<file path="config.mk">
export PLATFORM = sky130hd
export DESIGN_NAME = page_frame_replacement_unit
export DESIGN_NICKNAME = d
export VERILOG_FILES = /design/src/design/pfr_pkg.sv /design/src/design/pfr_front.sv /design/src/design/pfr_back.sv /design/src/design/page_frame_replacement_unit.sv
export VERILOG_INCLUDE_DIRS = /design/src /design/src/design
export SDC_FILE = /design/constraint.sdc
export NUM_CORES = 1
export LEC_CHECK = 0
export BUFFER_PORTS_ARGS = -buffer_cell sky130_fd_sc_hd__buf_2
export CAP_MARGIN = 25
export CELL_PAD_IN_SITES_DETAIL_PLACEMENT = 2
export CELL_PAD_IN_SITES_GLOBAL_PLACEMENT = 2
export CORE_MARGIN = 1.5
export CORE_UTILIZATION = 45
export DETAILED_ROUTE_END_ITERATION = 8
export MAX_ROUTING_LAYER = met4
export PLACE_DENSITY_LB_ADDON = 0.08
export RECOVER_POWER = 25
export SLEW_MARGIN = 5
export SYNTH_ARGS = -nofsm -noshare
export SYNTH_HDL_FRONTEND = slang
export SYNTH_SLANG_ARGS = --single-unit
</file>
<file path="constraint.sdc">
create_clock -name aclk -period 5.85 [get_ports aclk]
set_clock_uncertainty 0.05 [all_clocks]
set_input_delay 0.2925 -clock aclk [delete_from_list [all_inputs] [get_ports aclk]]
set_output_delay 0.2925 -clock aclk [all_outputs]
set_load 0.02 [all_outputs]
</file>
<file path="src/design/page_frame_replacement_unit_assert.svh">
// ----------------------------------------------------------------------------
// page frame replacement unit assertion macros
// wraps concurrent assertions so synthesis sees nothing
// ----------------------------------------------------------------------------
`ifndef PAGE_FRAME_REPLACEMENT_UNIT_ASSERT_SVH
`define PAGE_FRAME_REPLACEMENT_UNIT_ASSERT_SVH

`ifndef SYNTHESIS

// same-cycle implication
`define PFR_ASSERT(label, clk, rstn, ante, cons, msg) \
    label: assert property (@(posedge clk) disable iff (!rstn) (ante) |-> (cons)) \
        else $error(msg);

// next-cycle implication
`define PFR_ASSERT_NEXT(label, clk, rstn, ante, cons, msg) \
    label: assert property (@(posedge clk) disable iff (!rstn) (ante) |=> (cons)) \
        else $error(msg);

`else

`define PFR_ASSERT(label, clk, rstn, ante, cons, msg)
`define PFR_ASSERT_NEXT(label, clk, rstn, ante, cons, msg)

`endif

`endif

</file>
<file path="src/design/pfr_pkg.sv">
// ----------------------------------------------------------------------------
// pfr_pkg
// shared widths, register indexes, policy codes and config struct
// ----------------------------------------------------------------------------
package pfr_pkg;

    localparam int MAX_FRAMES_DEF = 16;
    localparam int PAGE_BITS_DEF  = 16;

    // fixed port widths
    localparam int PAGE_W      = 16;
    localparam int FCNT_W      = 5;
    localparam int CNT_OUT_W   = 5;
    localparam int TOTAL_W     = 16;
    localparam int CFG_ADDR_W  = 1;
    localparam int CFG_DATA_W  = 5;

    localparam int QUEUE_DEPTH = 2;

    localparam logic [CFG_ADDR_W-1:0] REG_FRAME_COUNT = 1'd0;
    localparam logic [CFG_ADDR_W-1:0] REG_POLICY_MODE = 1'd1;

    localparam logic POLICY_FIFO = 1'b0;
    localparam logic POLICY_LRU  = 1'b1;

    localparam logic [FCNT_W-1:0] FRAME_COUNT_RST = 5'd4;
    localparam logic              POLICY_RST      = POLICY_LRU;

    localparam logic [TOTAL_W-1:0] TOTAL_MAX = '1;

    typedef struct packed {
        logic [FCNT_W-1:0] frame_count;
        logic              policy_mode;
    } pfr_cfg_t;

endpackage

</file>
<file path="src/design/pfr_front.sv">
// ----------------------------------------------------------------------------
// pfr_front
// accepts page references, trims them to the page width, queues them
// ----------------------------------------------------------------------------
module pfr_front
    import pfr_pkg::*;
#(
    parameter int PAGE_BITS = PAGE_BITS_DEF
) (
    input  logic                 aclk,
    input  logic                 aresetn,
    input  logic                 s_valid,
    output logic                 s_ready,
    input  logic [PAGE_W-1:0]    s_page,
    output logic                 q_valid,
    input  logic                 q_ready,
    output logic [PAGE_BITS-1:0] q_page
);

    localparam int PTR_W = (QUEUE_DEPTH > 1) ? $clog2(QUEUE_DEPTH) : 1;
    localparam int CNT_W = $clog2(QUEUE_DEPTH + 1);

    logic [PAGE_BITS-1:0]        mem_reg [QUEUE_DEPTH];
    logic [PTR_W-1:0]            wr_ptr_reg, wr_ptr_next;
    logic [PTR_W-1:0]            rd_ptr_reg, rd_ptr_next;
    logic [CNT_W-1:0]            count_reg, count_next;
    logic [PAGE_W+PAGE_BITS-1:0] page_ext;
    logic [PAGE_BITS-1:0]        page_in;
    logic                        push, pop;

    // keep only the low page bits, zero-fill when the store is wider
    assign page_ext = {{PAGE_BITS{1'b0}}, s_page};
    assign page_in  = page_ext[PAGE_BITS-1:0];

    assign s_ready = (count_reg != CNT_W'(QUEUE_DEPTH));
    assign q_valid = (count_reg != '0);
    assign q_page  = mem_reg[rd_ptr_reg];

    assign push = s_valid && s_ready;
    assign pop  = q_valid && q_ready;

    always_comb begin
        wr_ptr_next = wr_ptr_reg;
        rd_ptr_next = rd_ptr_reg;
        count_next  = count_reg;
        if (push) begin
            wr_ptr_next = (wr_ptr_reg == PTR_W'(QUEUE_DEPTH - 1)) ? '0 : wr_ptr_reg + 1'b1;
        end
        if (pop) begin
            rd_ptr_next = (rd_ptr_reg == PTR_W'(QUEUE_DEPTH - 1)) ? '0 : rd_ptr_reg + 1'b1;
        end
        if (push && !pop) begin
            count_next = count_reg + 1'b1;
        end else if (pop && !push) begin
            count_next = count_reg - 1'b1;
        end
    end

    always_ff @(posedge aclk) begin
        if (!aresetn) begin
            wr_ptr_reg <= '0;
            rd_ptr_reg <= '0;
            count_reg  <= '0;
        end else begin
            wr_ptr_reg <= wr_ptr_next;
            rd_ptr_reg <= rd_ptr_next;
            count_reg  <= count_next;
        end
    end

    always_ff @(posedge aclk) begin
        if (push) begin
            mem_reg[wr_ptr_reg] <= page_in;
        end
    end

endmodule

</file>
<file path="src/design/pfr_back.sv">
// ----------------------------------------------------------------------------
// pfr_back
// frame list: parallel lookup, then shift/append update and result register
// ----------------------------------------------------------------------------
`include "page_frame_replacement_unit_assert.svh"

module pfr_back
    import pfr_pkg::*;
#(
    parameter int MAX_FRAMES = MAX_FRAMES_DEF,
    parameter int PAGE_BITS  = PAGE_BITS_DEF
) (
    input  logic                 aclk,
    input  logic                 aresetn,
    input  pfr_cfg_t             cfg,
    input  logic                 q_valid,
    output logic                 q_ready,
    input  logic [PAGE_BITS-1:0] q_page,
    output logic                 m_valid,
    input  logic                 m_ready,
    output logic                 m_fault,
    output logic                 m_evict_valid,
    output logic [PAGE_W-1:0]    m_evicted_page,
    output logic [CNT_OUT_W-1:0] m_resident_count,
    output logic [TOTAL_W-1:0]   m_fault_total
);

    localparam int IDX_W = (MAX_FRAMES > 1) ? $clog2(MAX_FRAMES) : 1;
    localparam int OCC_W = $clog2(MAX_FRAMES + 1);
    localparam int LIM_W = (OCC_W > FCNT_W) ? OCC_W : FCNT_W;

    typedef enum logic [1:0] {
        ST_LOOKUP = 2'b01,
        ST_UPDATE = 2'b10
    } state_t;

    state_t               state_reg, state_next;
    logic [PAGE_BITS-1:0] pages_reg  [MAX_FRAMES];
    logic [PAGE_BITS-1:0] pages_next [MAX_FRAMES];
    logic [PAGE_BITS-1:0] pages_up   [MAX_FRAMES];
    logic [OCC_W-1:0]     occ_reg, occ_next;
    logic [TOTAL_W-1:0]   total_reg, total_next;
    logic [PAGE_BITS-1:0] pg_reg;
    logic                 hit_reg;
    logic [IDX_W-1:0]     hit_pos_reg;

    logic                 m_valid_reg;
    logic                 m_fault_reg;
    logic                 m_evict_reg;
    logic [PAGE_W-1:0]    m_evicted_reg;
    logic [CNT_OUT_W-1:0] m_count_reg;
    logic [TOTAL_W-1:0]   m_total_reg;

    logic [MAX_FRAMES-1:0] match;
    logic                  any_hit;
    logic [IDX_W-1:0]      match_pos;

    logic [LIM_W-1:0]      fc_ext, limit_w;
    logic [OCC_W-1:0]      limit;
    logic                  full, evict, append, move, shift_en, wr_en;
    logic [OCC_W-1:0]      shift_pos, wr_idx;
    logic [OCC_W:0]        pos_inc, occ_wide;
    logic                  lookup_fire, upd_fire, out_free;
    logic [PAGE_W+PAGE_BITS-1:0]  ev_ext;
    logic [OCC_W+CNT_OUT_W-1:0]   occ_ext;

    // ---------------- lookup ----------------
    always_comb begin
        match_pos = '0;
        for (int k = 0; k < MAX_FRAMES; k++) begin
            match[k] = (OCC_W'(k) < occ_reg) && (pages_reg[k] == q_page);
        end
        // lowest matching position wins
        for (int k = MAX_FRAMES - 1; k >= 0; k--) begin
            if (match[k]) begin
                match_pos = IDX_W'(k);
            end
        end
    end

    assign any_hit = |match;

    assign q_ready     = (state_reg == ST_LOOKUP);
    assign lookup_fire = q_valid && q_ready;
    assign out_free    = !m_valid_reg || m_ready;
    assign upd_fire    = (state_reg == ST_UPDATE) && out_free;

    // ---------------- update decision ----------------
    assign fc_ext  = LIM_W'(cfg.frame_count);
    assign limit_w = (fc_ext == '0) ? LIM_W'(1) :
                     (fc_ext > LIM_W'(MAX_FRAMES)) ? LIM_W'(MAX_FRAMES) : fc_ext;
    assign limit   = limit_w[OCC_W-1:0];

    assign occ_wide = {1'b0, occ_reg};
    assign pos_inc  = {{(OCC_W + 1 - IDX_W){1'b0}}, hit_pos_reg} + 1'b1;

    assign full   = (occ_reg >= limit) && (occ_reg != '0);
    assign evict  = !hit_reg && full;
    assign append = !hit_reg && !full && (occ_reg < OCC_W'(MAX_FRAMES));
    assign move   = hit_reg && (cfg.policy_mode == POLICY_LRU) && (pos_inc < occ_wide);

    assign shift_en  = evict || move;
    assign shift_pos = evict ? '0 : OCC_W'(hit_pos_reg);
    assign wr_en     = shift_en || append;
    assign wr_idx    = append ? occ_reg : occ_reg - 1'b1;

    assign occ_next   = append ? occ_reg + 1'b1 : occ_reg;
    assign total_next = (!hit_reg && (total_reg != TOTAL_MAX)) ? total_reg + 1'b1 : total_reg;

    // neighbor one position toward the newest end
    for (genvar g = 0; g < MAX_FRAMES; g++) begin : g_up
        assign pages_up[g] = pages_reg[(g + 1 < MAX_FRAMES) ? g + 1 : g];
    end

    always_comb begin
        for (int k = 0; k < MAX_FRAMES; k++) begin
            pages_next[k] = pages_reg[k];
            if (shift_en && (OCC_W'(k) >= shift_pos) && ((OCC_W + 1)'(k + 1) < occ_wide)) begin
                pages_next[k] = pages_up[k];
            end
            if (wr_en && (OCC_W'(k) == wr_idx)) begin
                pages_next[k] = pg_reg;
            end
        end
    end

    assign ev_ext  = {{PAGE_W{1'b0}}, pages_reg[0]};
    assign occ_ext = {{CNT_OUT_W{1'b0}}, occ_next};

    // ---------------- sequencer ----------------
    always_comb begin
        state_next = state_reg;
        case (state_reg)
            ST_LOOKUP: begin
                if (lookup_fire) begin
                    state_next = ST_UPDATE;
                end
            end
            ST_UPDATE: begin
                if (upd_fire) begin
                    state_next = ST_LOOKUP;
                end
            end
            default: begin
                state_next = ST_LOOKUP;
            end
        endcase
    end

    always_ff @(posedge aclk) begin
        if (!aresetn) begin
            state_reg   <= ST_LOOKUP;
            occ_reg     <= '0;
            total_reg   <= '0;
            m_valid_reg <= 1'b0;
        end else begin
            state_reg <= state_next;
            if (upd_fire) begin
                occ_reg   <= occ_next;
                total_reg <= total_next;
            end
            if (upd_fire) begin
                m_valid_reg <= 1'b1;
            end else if (m_ready) begin
                m_valid_reg <= 1'b0;
            end
        end
    end

    always_ff @(posedge aclk) begin
        if (lookup_fire) begin
            pg_reg      <= q_page;
            hit_reg     <= any_hit;
            hit_pos_reg <= match_pos;
        end
        if (upd_fire) begin
            for (int k = 0; k < MAX_FRAMES; k++) begin
                pages_reg[k] <= pages_next[k];
            end
            m_fault_reg   <= !hit_reg;
            m_evict_reg   <= evict;
            m_evicted_reg <= evict ? ev_ext[PAGE_W-1:0] : '0;
            m_count_reg   <= occ_ext[CNT_OUT_W-1:0];
            m_total_reg   <= total_next;
        end
    end

    assign m_valid          = m_valid_reg;
    assign m_fault          = m_fault_reg;
    assign m_evict_valid    = m_evict_reg;
    assign m_evicted_page   = m_evicted_reg;
    assign m_resident_count = m_count_reg;
    assign m_fault_total    = m_total_reg;

    // ---------------- checks ----------------
    `PFR_ASSERT(a_occ_bound, aclk, aresetn, 1'b1, occ_reg <= OCC_W'(MAX_FRAMES), "occupancy beyond frame store")
    `PFR_ASSERT_NEXT(a_occ_no_shrink, aclk, aresetn, upd_fire, occ_reg >= $past(occ_reg), "occupancy dropped")
    `PFR_ASSERT(a_hit_in_list, aclk, aresetn, (state_reg == ST_UPDATE) && hit_reg, OCC_W'(hit_pos_reg) < occ_reg, "hit position outside list")
    `PFR_ASSERT_NEXT(a_result_loaded, aclk, aresetn, upd_fire, m_valid_reg && (m_fault_reg == !$past(hit_reg)), "result not loaded")

endmodule

</file>
<file path="src/design/page_frame_replacement_unit.sv">
// ----------------------------------------------------------------------------
// page_frame_replacement_unit
// each item passes the queue, then the lookup and update states; its result is registered once the output is free
// the frame list takes no new item until the last one is updated, as it makes a lookup then update pass over the list
// a 2-entry queue takes items while the frame list works and a result waits
// reset: synchronous active low; clears occupancy, fault total and handshakes
// frame_count resets to 4 and policy to LRU; frame contents are not cleared
// ----------------------------------------------------------------------------
module page_frame_replacement_unit
    import pfr_pkg::*;
#(
    parameter int MAX_FRAMES = MAX_FRAMES_DEF,
    parameter int PAGE_BITS  = PAGE_BITS_DEF
) (
    input  logic                  aclk,
    input  logic                  aresetn,
    input  logic                  cfg_we,
    input  logic [CFG_ADDR_W-1:0] cfg_addr,
    input  logic [CFG_DATA_W-1:0] cfg_wdata,
    input  logic                  s_valid,
    output logic                  s_ready,
    input  logic [PAGE_W-1:0]     s_page,
    output logic                  m_valid,
    input  logic                  m_ready,
    output logic                  m_fault,
    output logic                  m_evict_valid,
    output logic [PAGE_W-1:0]     m_evicted_page,
    output logic [CNT_OUT_W-1:0]  m_resident_count,
    output logic [TOTAL_W-1:0]    m_fault_total
);

    logic [FCNT_W-1:0]    frame_count_reg;
    logic                 policy_mode_reg;
    pfr_cfg_t             cfg;
    logic                 q_valid, q_ready;
    logic [PAGE_BITS-1:0] q_page;

    always_ff @(posedge aclk) begin
        if (!aresetn) begin
            frame_count_reg <= FRAME_COUNT_RST;
            policy_mode_reg <= POLICY_RST;
        end else if (cfg_we) begin
            case (cfg_addr)
                REG_FRAME_COUNT: begin
                    frame_count_reg <= cfg_wdata[FCNT_W-1:0];
                end
                REG_POLICY_MODE: begin
                    policy_mode_reg <= cfg_wdata[0];
                end
                default: begin
                end
            endcase
        end
    end

    assign cfg.frame_count = frame_count_reg;
    assign cfg.policy_mode = policy_mode_reg;

    pfr_front #(
        .PAGE_BITS (PAGE_BITS)
    ) u_front (
        .aclk    (aclk),
        .aresetn (aresetn),
        .s_valid (s_valid),
        .s_ready (s_ready),
        .s_page  (s_page),
        .q_valid (q_valid),
        .q_ready (q_ready),
        .q_page  (q_page)
    );

    pfr_back #(
        .MAX_FRAMES (MAX_FRAMES),
        .PAGE_BITS  (PAGE_BITS)
    ) u_back (
        .aclk             (aclk),
        .aresetn          (aresetn),
        .cfg              (cfg),
        .q_valid          (q_valid),
        .q_ready          (q_ready),
        .q_page           (q_page),
        .m_valid          (m_valid),
        .m_ready          (m_ready),
        .m_fault          (m_fault),
        .m_evict_valid    (m_evict_valid),
        .m_evicted_page   (m_evicted_page),
        .m_resident_count (m_resident_count),
        .m_fault_total    (m_fault_total)
    );

endmodule
</file>
==> results.yml, run 1 <==
clock_tree:
  htreeDepth: 2
  cts-root-buf: "clkbuf_16"
  cts_inserted_buffers: 44
  hold_buffers: 23
  cts.repair.resized: 0
  clockBufferDepth: 3
  cts_tree: "built"
  postCtsSetupBuffers: 0
  cts_sinks: 383
  insertion_delay_ns: 0.59
  path_clk_slew_ns: 0.06
detailed_routing:
  vias: 12700
  vias_per_cell: 5.80
  ant_nets: 0
  routedWlPerCell_um: 30.4
  first_iter_violations: 779
  finalWirelength_um: 66700
  drc: 0
  first_pass_iters: 5
power:
  power_mw: 8.32
  p_leak_nw: 7.42
  power_per_cell_area_nw_per_um2: 369
  vdd_drop_max_v: 0.000271
final_layout:
  multi_input_area_um2: 8300
  diodes: 0
  fin_area_um2: 22500
  layout.nets: 1619
  drive_above_1_share_pct: 25.0
  register_area_um2: 11200
  nFillCells: 4143
  largest_register_ffs: 256
  syn_to_final_growth_pct: 13.3
global_route:
  globalRouteTotalUtil_pct: 30.8
  grt_pass1_wl_um: 97000
  grt_overflow: 0
  grt_max_degree: 47
  antenna_found_initial: 1
  grt_pass1_vias: 14100
floorplanning:
  initial_core_util_pct: 45.9
  die_area_um2: 45500
  die_w_um: 213
  ios: 68
  rows: 76
  die_h_um: 213
  core_area_um2: 43400
sta:
  fin_crit_sh_pct: 84.1
  fin_crit_ns: 4.92
  setup_viol: 0
  finalMaxSlewViolations: 64
  hold_viol: 0
  fmax_ghz: 0.203
  grt_setup_unrepaired: "no"
  worst_pin_slew_ns: 2.51
  maxSlewHeadroom_pct: -67.5
  setup-tns-final_ns: 0
synthesis:
  ys_warn_count: 0
  synth_flop_cell: "edfxtp_1"
  synth_edf_count: 348
  ys_ff_latch: 383
  ys_seq_area_share_pct: 56.1
  synth_commonest_cells: "edfxtp_1, mux2_2, xnor2_1"
  yosys.area.top_type: "edfxtp_1"
  synth_top_cell_area_share_pct: 52.6
  synth_most_common_cell: "edfxtp_1"
  synthDistinctLibCells: 64
  yosys-top-cells-area: "edfxtp_1, mux2_2, xnor2_1, xor2_1, dfxtp_1"
  synth.avg_cell_area_um2: 13.6
  async_flop_share_pct: 0
  netlist_instances: 1461
  syn-num-nets: 1503
  syn-cell-area_um2: 19900
worst_hold_path:
  hold_start: "m_ready"
  holdCritPathClass: "in -> reg"
place:
  dp_hpwl_um: 45300
  placed_cell_area_um2: 21100
  port_buffers: 67
  gp_congestion: 0.864
setup_path:
  endpoint_kind: "flip-flop"
  worstPathRequired_ns: 6.01
  slowest_stage: "dfxtp_1"
  crit_start: "u_back.occ_reg[0]"
  critical_path_class: "reg -> reg"
  start_kind: "flip-flop"
  cp_slowest_stage_delay_ns: 0.69
  path_common_cell: "a21o_1"
  timing.rr.start: "u_back.occ_reg[0]"
  cp.arrival_ns: 5.08
  worstPathMaxFanout: 18
  worstPathCellList: "inv_1 -> ha_1 -> nand2b_1 -> a21o_1 -> a21o_1 -> a21oi_4 -> o21ai_4 -> and2_4 -> a41oi_4 -> or3_4 -> o32ai_4 -> nor2b_1 -> buf_4 -> o21a_1"
outcome:
  failed_checks: "max-capacitance violations, max-slew violations"
  status: "finished with violations"
flow_run:
  drv_cap: 2
## through the flow
step | std cells | setup slack [ns] | hold slack, ns | utilization (%)
2_1_floorplan | 1461 | 1.64 | 0.341 | -
3_3_place_gp | 2083 | 1.11 | 0.430 | 48.4
3_5_place_dp | 2087 | 0.964 | 0.434 | 48.6
4_1_cts | 2190 | 0.932 | 0.00335 | 52.2
5_1_grt | 2196 | 0.689 | 0.0319 | 52.0
6_report | 2196 | 0.927 | 0.0172 | 52.0
## area by class of cell
class	count	share of cell area, %
flip-flops and latches	383	49.5
multi-input cells	968	36.8
clock buffers	55	5.21
repair buffers	147	3.98
well taps	585	3.25
clock inverters	25	0.677
inverters	33	0.550
## logic make-up after synthesis
| kind of cell | after synthesis | synth area share, % |
|---|---|---|
| multiplexers | 261 | 15.6 |
| adder cells (fa/ha/maj) | 15 | 0.944 |
| AO/OA/AOI/OAI | 106 | 3.74 |
| buffers and inverters | 110 | 2.83 |
| flip-flops | 383 | 56.1 |
| AND/OR/NAND/NOR | 298 | 8.15 |
| XOR/XNOR | 288 | 12.7 |
## power breakdown
group / leakage [nW] / total [mW] / switching [mW] / internal, mW
Clock: 0.655 / 2.62 / 1.16 / 1.47
Sequential: 3.43 / 3.63 / 0.437 / 3.20
Combinational: 3.34 / 2.06 / 1.35 / 0.707
## metal layers
layer | GRT usage, % | routed length, um | vias to the layer above
li1 | - | - | 5593
met1 | 38.2 | 28300 | 6712
met2 | 51.8 | 33400 | 311
met3 | 4.25 | 2790 | 112
met4 | 10.7 | 2120 | 0
met5 | - | 0 | -
## critical path, delay by kind of cell (launching register included)
family / cells / cell delay (ns)
AO/OA/AOI/OAI: 7 / 1.84
adder cells (fa/ha/maj): 1 / 0.35
buffers and inverters: 2 / 0.52
flip-flops: 1 / 0.69
AND/OR/NAND/NOR: 4 / 1.10
## final timing paths
check	end	slack (ns)	cells past startpoint
worst max register to register	u_back.pages_reg[0][50]	0.93	14
worst min register to register	u_back.m_valid	0.49	2
worst max-delay path	u_back.pages_reg[0][50]	0.93	14
worst min-delay path	u_back.m_valid	0.02	3
## cell usage in the layout (no fill, tap or decap), types with 7 or more instances in the layout
cell type	Yosys	final
edfxtp_1	348	348
mux2_2	213	213
xnor2_1	172	172
xor2_1	116	116
clkbuf_1	33	76
nand2_1	57	57
nand4_1	45	45
clkbuf_16	0	45
buf_4	10	44
nor4_1	42	42
nor2_1	38	38
dfxtp_1	35	34
inv_1	30	30
mux2_4	28	28
o21ai_0	26	26
a21oi_1	24	24
dlygate4sd3_1	0	23
and3_1	21	21
nor3_1	21	21
and2_1	20	16
mux2i_4	2	16
ha_1	15	15
clkinv_2	0	12
clkinv_1	3	11
a21boi_0	11	11
buf_2	20	11
nand3_1	10	10
nor2b_1	12	10
or3_1	8	8
nand2b_1	7	7
o21a_1	7	7
Power figures use the tool's default switching activity.
==> inputs of run 2 (changes only) <==
--- a/config.mk
+++ b/config.mk
@@ -6,12 +6,13 @@
 export SDC_FILE = /design/constraint.sdc
 export NUM_CORES = 1
 export LEC_CHECK = 0
+export ABC_AREA = 1
 export BUFFER_PORTS_ARGS = -buffer_cell sky130_fd_sc_hd__buf_2
 export CAP_MARGIN = 25
 export CELL_PAD_IN_SITES_DETAIL_PLACEMENT = 2
 export CELL_PAD_IN_SITES_GLOBAL_PLACEMENT = 2
 export CORE_MARGIN = 1.5
-export CORE_UTILIZATION = 45
+export CORE_UTILIZATION = 40
 export DETAILED_ROUTE_END_ITERATION = 8
 export MAX_ROUTING_LAYER = met4
 export PLACE_DENSITY_LB_ADDON = 0.08
==> constraint.sdc (replaced) <==
create_clock -name aclk -period 5.02 [get_ports aclk]
set_clock_uncertainty 0.05 [all_clocks]
set_input_delay 0.251 -clock aclk [delete_from_list [all_inputs] [get_ports aclk]]
set_output_delay 0.251 -clock aclk [all_outputs]
set_load 0.02 [all_outputs]
==> results.yml, run 2 <==
synthesis:
  synthDistinctLibCells: 51
  synth.avg_cell_area_um2: 9.21
  syn-cell-area_um2: 19800
  synth_flop_cell: "edfxtp_1"
  ys_warn_count: 0
  syn-num-nets: 2195
  ys_seq_area_share_pct: 56.3
  synth_commonest_cells: "nand2_1, edfxtp_1, inv_1"
  synth_edf_count: 348
  ys_ff_latch: 383
  async_flop_share_pct: 0
  synth_top_cell_area_share_pct: 52.7
  synth_most_common_cell: "nand2_1"
  netlist_instances: 2153
  yosys-top-cells-area: "edfxtp_1, nand2_1, o21ai_0, inv_1, xor2_1"
  yosys.area.top_type: "edfxtp_1"
final_layout:
  final_cell_mix: "nand2_1, edfxtp_1, inv_1"
  layout_commonest_cell: "nand2_1"
  nFillCells: 5318
  multi_input_area_um2: 7250
  register_area_um2: 11200
  syn_to_final_growth_pct: 14.0
  fin_util_pct: 46.2
  layout.nets: 2303
  drive_above_1_share_pct: 8.01
  largest_register_ffs: 256
detailed_routing:
  vias_per_cell: 5.78
  first_pass_iters: 5
  vias: 17100
  drc: 0
  routedWlPerCell_um: 28.3
  finalWirelength_um: 83800
  ant_nets: 0
  first_iter_violations: 1713
floorplanning:
  initial_core_util_pct: 40.5
  core_area_um2: 49000
  die_area_um2: 50900
  ios: 68
  rows: 81
  die_w_um: 226
  die_h_um: 226
clock_tree:
  cts.repair.resized: 0
  clockBufferDepth: 3
  htreeDepth: 2
  cts_sinks: 383
  cts_inserted_buffers: 46
  cts_tree: "built"
  insertion_delay_ns: 0.59
  cts-root-buf: "clkbuf_16"
  path_clk_slew_ns: 0.06
setup_path:
  cp_slowest_stage_delay_ns: 1.17
  worstPathRequired_ns: 5.28
  endpoint_kind: "flip-flop"
  worst-path-buf-inv: 3
  r2r_slack_ns: 0.50
  worstPathCellList: "inv_1 -> clkbuf_1 -> nand2_1 -> nand2_1 -> clkbuf_1 -> o21ai_0 -> nor2_1 -> nand2_1 -> nor3_1 -> nand3_1 -> nand2_1 -> nor3_1 -> nor4_1"
  start_kind: "flip-flop"
  critical_path_class: "reg -> reg"
  crit_family: "simple AND/OR/NAND/NOR gates"
  path_common_cell: "nand2_1"
  slowest_stage: "clkbuf_1"
  worstPathMaxFanout: 11
  cp.arrival_ns: 4.78
power:
  p_leak_nw: 8.99
  power_mw: 12.0
  power_per_cell_area_nw_per_um2: 531
  vdd_drop_max_v: 0.000488
sta:
  fmax_ghz: 0.221
  setup-tns-final_ns: 0
  maxSlewHeadroom_pct: -68.5
  fin_crit_ns: 4.52
  finalMaxSlewViolations: 100
  fin_crit_sh_pct: 90.1
  setup_viol: 0
  hold_viol: 0
  grt_setup_unrepaired: "no"
  worst_pin_slew_ns: 2.53
worst_hold_path:
  holdCritPathClass: "in -> reg"
place:
  port_buffers: 67
  gp_congestion: 0.956
  dp_hpwl_um: 59200
global_route:
  grt_overflow: 0
  grt_max_degree: 45
  antenna_found_initial: 3
  grt_pass1_wl_um: 121000
  globalRouteTotalUtil_pct: 34.2
  grt_pass1_vias: 17700
flow_run:
  drv_cap: 4
outcome:
  failed_checks: "max-capacitance violations, max-slew violations"
  status: "finished with violations"
==> run 2: changes by cell type after synthesis, sizes merged, moves of 141 or more <==
cell,delta
mux2,-241
o21ai,+239
xnor2,-152
nor2,+141
nand2,+467
inv,+214
==> run 2: logic make-up (layout without fill, tap and decap cells) <==
group / after synthesis / after routing / share of synthesized area [%]
compound gates: 479 / 479 / 13.5
fa+ha+maj: 15 / 15 / 0.947
xor+xnor: 104 / 104 / 4.71
buf+inv: 348 / 492 / 7.18
simple gates: 824 / 824 / 17.4
flops: 383 / 383 / 56.3
other cells: 0 / 1 / 0
==> run 2: final timing paths <==
kind | start | endpoint | depth (start not counted)
setup / recovery | flip-flop | u_back.hit_pos_reg[3] | 13
hold / removal | aresetn | u_back.m_valid | 2
setup reg to reg | flip-flop | u_back.hit_pos_reg[3] | 13
hold reg to reg | u_front.rd_ptr_reg | u_front.rd_ptr_reg | 1
==> run 2: cell type report <==
cell class | count | area share (%)
diodes | 1 | 0.0111
inverters | 247 | 4.10
flip-flops and latches | 383 | 49.3
clock inverters | 19 | 0.554
well taps | 664 | 3.68
clock buffers | 65 | 5.64
multi-input cells | 1422 | 32.1
repair buffers | 161 | 4.59
==> run 2: worst reg2reg max path: cells and delay by family, from the launching register on <==
| family | cells | cell delay, ns |
|---|---|---|
| buffers and inverters | 3 | 1.82 |
| AND/OR/NAND/NOR | 9 | 1.85 |
| AO/OA/AOI/OAI | 1 | 0.20 |
| flip-flops | 1 | 0.33 |
==> run 2: power by group <==
group / internal (mW) / switching (mW) / leakage [nW]
logic: 1.00 / 3.54 / 4.86
clock network: 1.82 / 1.38 / 0.685
registers: 3.85 / 0.415 / 3.45
==> run 2: layer usage <==
layer / global-route usage (%) / share of wire (%)
met5: - / 0
met4: 12.1 / 3.7
met3: 4.59 / 7.2
met2: 53.3 / 45
met1: 45.9 / 44
==> run 2: stage by stage <==
step	std cells	hold WS (ns)	setup WS, ns	instance area, um2
4_1_cts	2961	0.0224	0.611	22700
6_report	2962	0.0383	0.497	22600
3_5_place_dp	2851	0.392	0.646	21000
2_1_floorplan	2153	0.300	0.491	19800
5_1_grt	2962	0.0535	0.300	22600
3_3_place_gp	2850	0.386	0.744	21000
==> run 2: what timing repair did <==
| action | CTS | global route |
|---|---|---|
| hold buffers | 26 | 0 |
| endpoints found under the hold margin | 39 | 0 |
| setup buffers | 0 | 0 |
==> inputs of run 3 (changes only) <==
--- a/config.mk
+++ b/config.mk
@@ -12,7 +12,8 @@
 export CELL_PAD_IN_SITES_DETAIL_PLACEMENT = 2
 export CELL_PAD_IN_SITES_GLOBAL_PLACEMENT = 2
 export CORE_MARGIN = 1.5
-export CORE_UTILIZATION = 40
+export CORE_UTILIZATION = 41
+export CTS_BUF_LIST = sky130_fd_sc_hd__clkbuf_4 sky130_fd_sc_hd__clkbuf_8
 export DETAILED_ROUTE_END_ITERATION = 8
 export MAX_ROUTING_LAYER = met4
 export PLACE_DENSITY_LB_ADDON = 0.08
==> results.yml, run 3 (synthesis gave the netlist of run 2 again) <==
global_route:
  met3_usage_pct: 7.01
  antenna_found_initial: 5
  grt_pass1_vias: 18400
  grt_pass1_wl_um: 123000
  top_usage_layer: "met2"
  gr-usage-met1_pct: 46.5
  grt_use_met2_pct: 54.1
  globalRouteTotalUtil_pct: 35.8
  grt_overflow: 0
  grt_max_degree: 52
setup_path:
  cp.depth: 12
  cp_slowest_stage_delay_ns: 1.00
  reg2reg_to: "u_back.hit_pos_reg[3]"
  endpoint_kind: "flip-flop"
  worstPathMaxFanout: 29
  crit_family: "simple AND/OR/NAND/NOR gates"
  critPathCapture: "u_back.hit_pos_reg[3]"
  start_kind: "flip-flop"
  path_common_cell: "nand2_1"
  worst-path-buf-inv: 2
  critical_path_class: "reg -> reg"
  r2r_slack_ns: 0.35
  worstPathCellList: "clkbuf_1 -> nand2_1 -> nand2_1 -> inv_1 -> nand2_1 -> nand2_1 -> nor2_1 -> nand3_1 -> o21ai_0 -> nand3b_1 -> nor3_1 -> nor4_1"
  reg2regPathDepth: 12
  cp.arrival_ns: 5.01
  worstPathRequired_ns: 5.35
  slowest_stage: "clkbuf_1"
floorplanning:
  die_h_um: 223
  initial_core_util_pct: 41.5
  ios: 68
  die_area_um2: 49700
  die_w_um: 223
  rows: 80
  core_area_um2: 47700
sta:
  fmax_ghz: 0.214
  worst_slack_ns: 0.347
  hold_viol: 0
  fin_crit_sh_pct: 93.1
  finalMaxSlewViolations: 67
  grt_setup_unrepaired: "no"
  setup-tns-final_ns: 0
  worst_pin_slew_ns: 2.49
  hold-worst-slack_ns: 0.131
  fin_crit_ns: 4.67
  setup_viol: 0
  maxSlewHeadroom_pct: -66.3
place:
  pre_cts_ws_ns: 0.657
  dp_hpwl_um: 60200
  dp.cells: 2802
  port_buffers: 67
  gp_congestion: 0.924
flow_run:
  drv_cap: 2
power:
  power_per_cell_area_nw_per_um2: 527
  power_mw: 11.9
  p_leak_nw: 9.07
  vdd_drop_max_v: 0.000447
detailed_routing:
  ant_nets: 0
  first_iter_violations: 1680
  vias_per_cell: 5.89
  finalWirelength_um: 86100
  drc: 0
  first_pass_iters: 5
  routedWlPerCell_um: 29.0
  vias: 17500
final_layout:
  layout_commonest_cell: "nand2_1"
  multi_input_area_um2: 7250
  instances_no_fill: 2968
  final_cell_mix: "nand2_1, edfxtp_1, inv_1"
  largest_register_ffs: 256
  nFillCells: 5157
  layout.nets: 2337
  drive_above_1_share_pct: 10.1
  syn_to_final_growth_pct: 14.0
  register_area_um2: 11200
clock_tree:
  insertion_delay_ns: 0.68
  cts-root-buf: "clkbuf_8"
  postCtsSetupBuffers: 0
  path_clk_slew_ns: 0.06
  cts_sinks: 383
  cts_tree: "built"
  clockBufferDepth: 3
  hold_buffers: 35
  cts_inserted_buffers: 71
  cts.repair.resized: 0
  htreeDepth: 3
worst_hold_path:
  holdCritPathClass: "in -> reg"
outcome:
  status: "finished with violations"
  failed_checks: "max-capacitance violations, max-slew violations"
-- run 3: tightest hold or removal path: cells and delay by family --
| family | cells | cell delay (ns) |
|---|---|---|
| buffers and inverters | 2 | 0.19 |
| and+or+nand+nor | 1 | 0.11 |
| adders and majority gates | 1 | 0.18 |
| AOI/OAI and AO/OA | 1 | 0.07 |
-- run 3: power by group --
group,internal [mW],switching (mW)
clock,1.60,1.44
combinational,0.996,3.60
sequential,3.85,0.418
-- run 3: final cells by class --
| cell class | instances | share of cell area, % |
|---|---|---|
| clock inverters | 27 | 0.626 |
| well taps | 615 | 3.41 |
| clock buffers | 101 | 5.49 |
| inverters | 247 | 4.10 |
| repair buffers | 170 | 4.92 |
| diodes | 3 | 0.0332 |
| flip-flops and latches | 383 | 49.3 |
| multi-input cells | 1422 | 32.1 |
-- run 3: layer usage --
layer | vias up | part of all wire [%]
met1 | 8812 | 42
met5 | - | 0
met2 | 821 | 45
met3 | 230 | 7.8
li1 | 7618 | -
met4 | 0 | 5.2
-- run 3: metrics by stage --
step | utilization, % | instance area [um2]
finish | 47.3 | 22600
global route | 47.3 | 22600
CTS | 47.6 | 22700
detailed placement | 43.9 | 21000
global placement | 43.9 | 21000
floorplan | - | 19800
-- run 3: worst min path at each step --
stage                       start                      to  slack, ns  cells after the start
6_report                  s_valid    u_front.count_reg[0]       0.13                      5
5_1_grt                   s_valid    u_front.count_reg[0]       0.15                      5
4_1_cts                   s_valid    u_front.count_reg[0]       0.08                      5
3_5_place_dp           s_page[12]  u_front.mem_reg[1][12]       0.39                      1
3_3_place_gp   u_front.rd_ptr_reg      u_front.rd_ptr_reg       0.39                      1
2_1_floorplan           s_page[0]   u_front.mem_reg[0][0]       0.30                      0
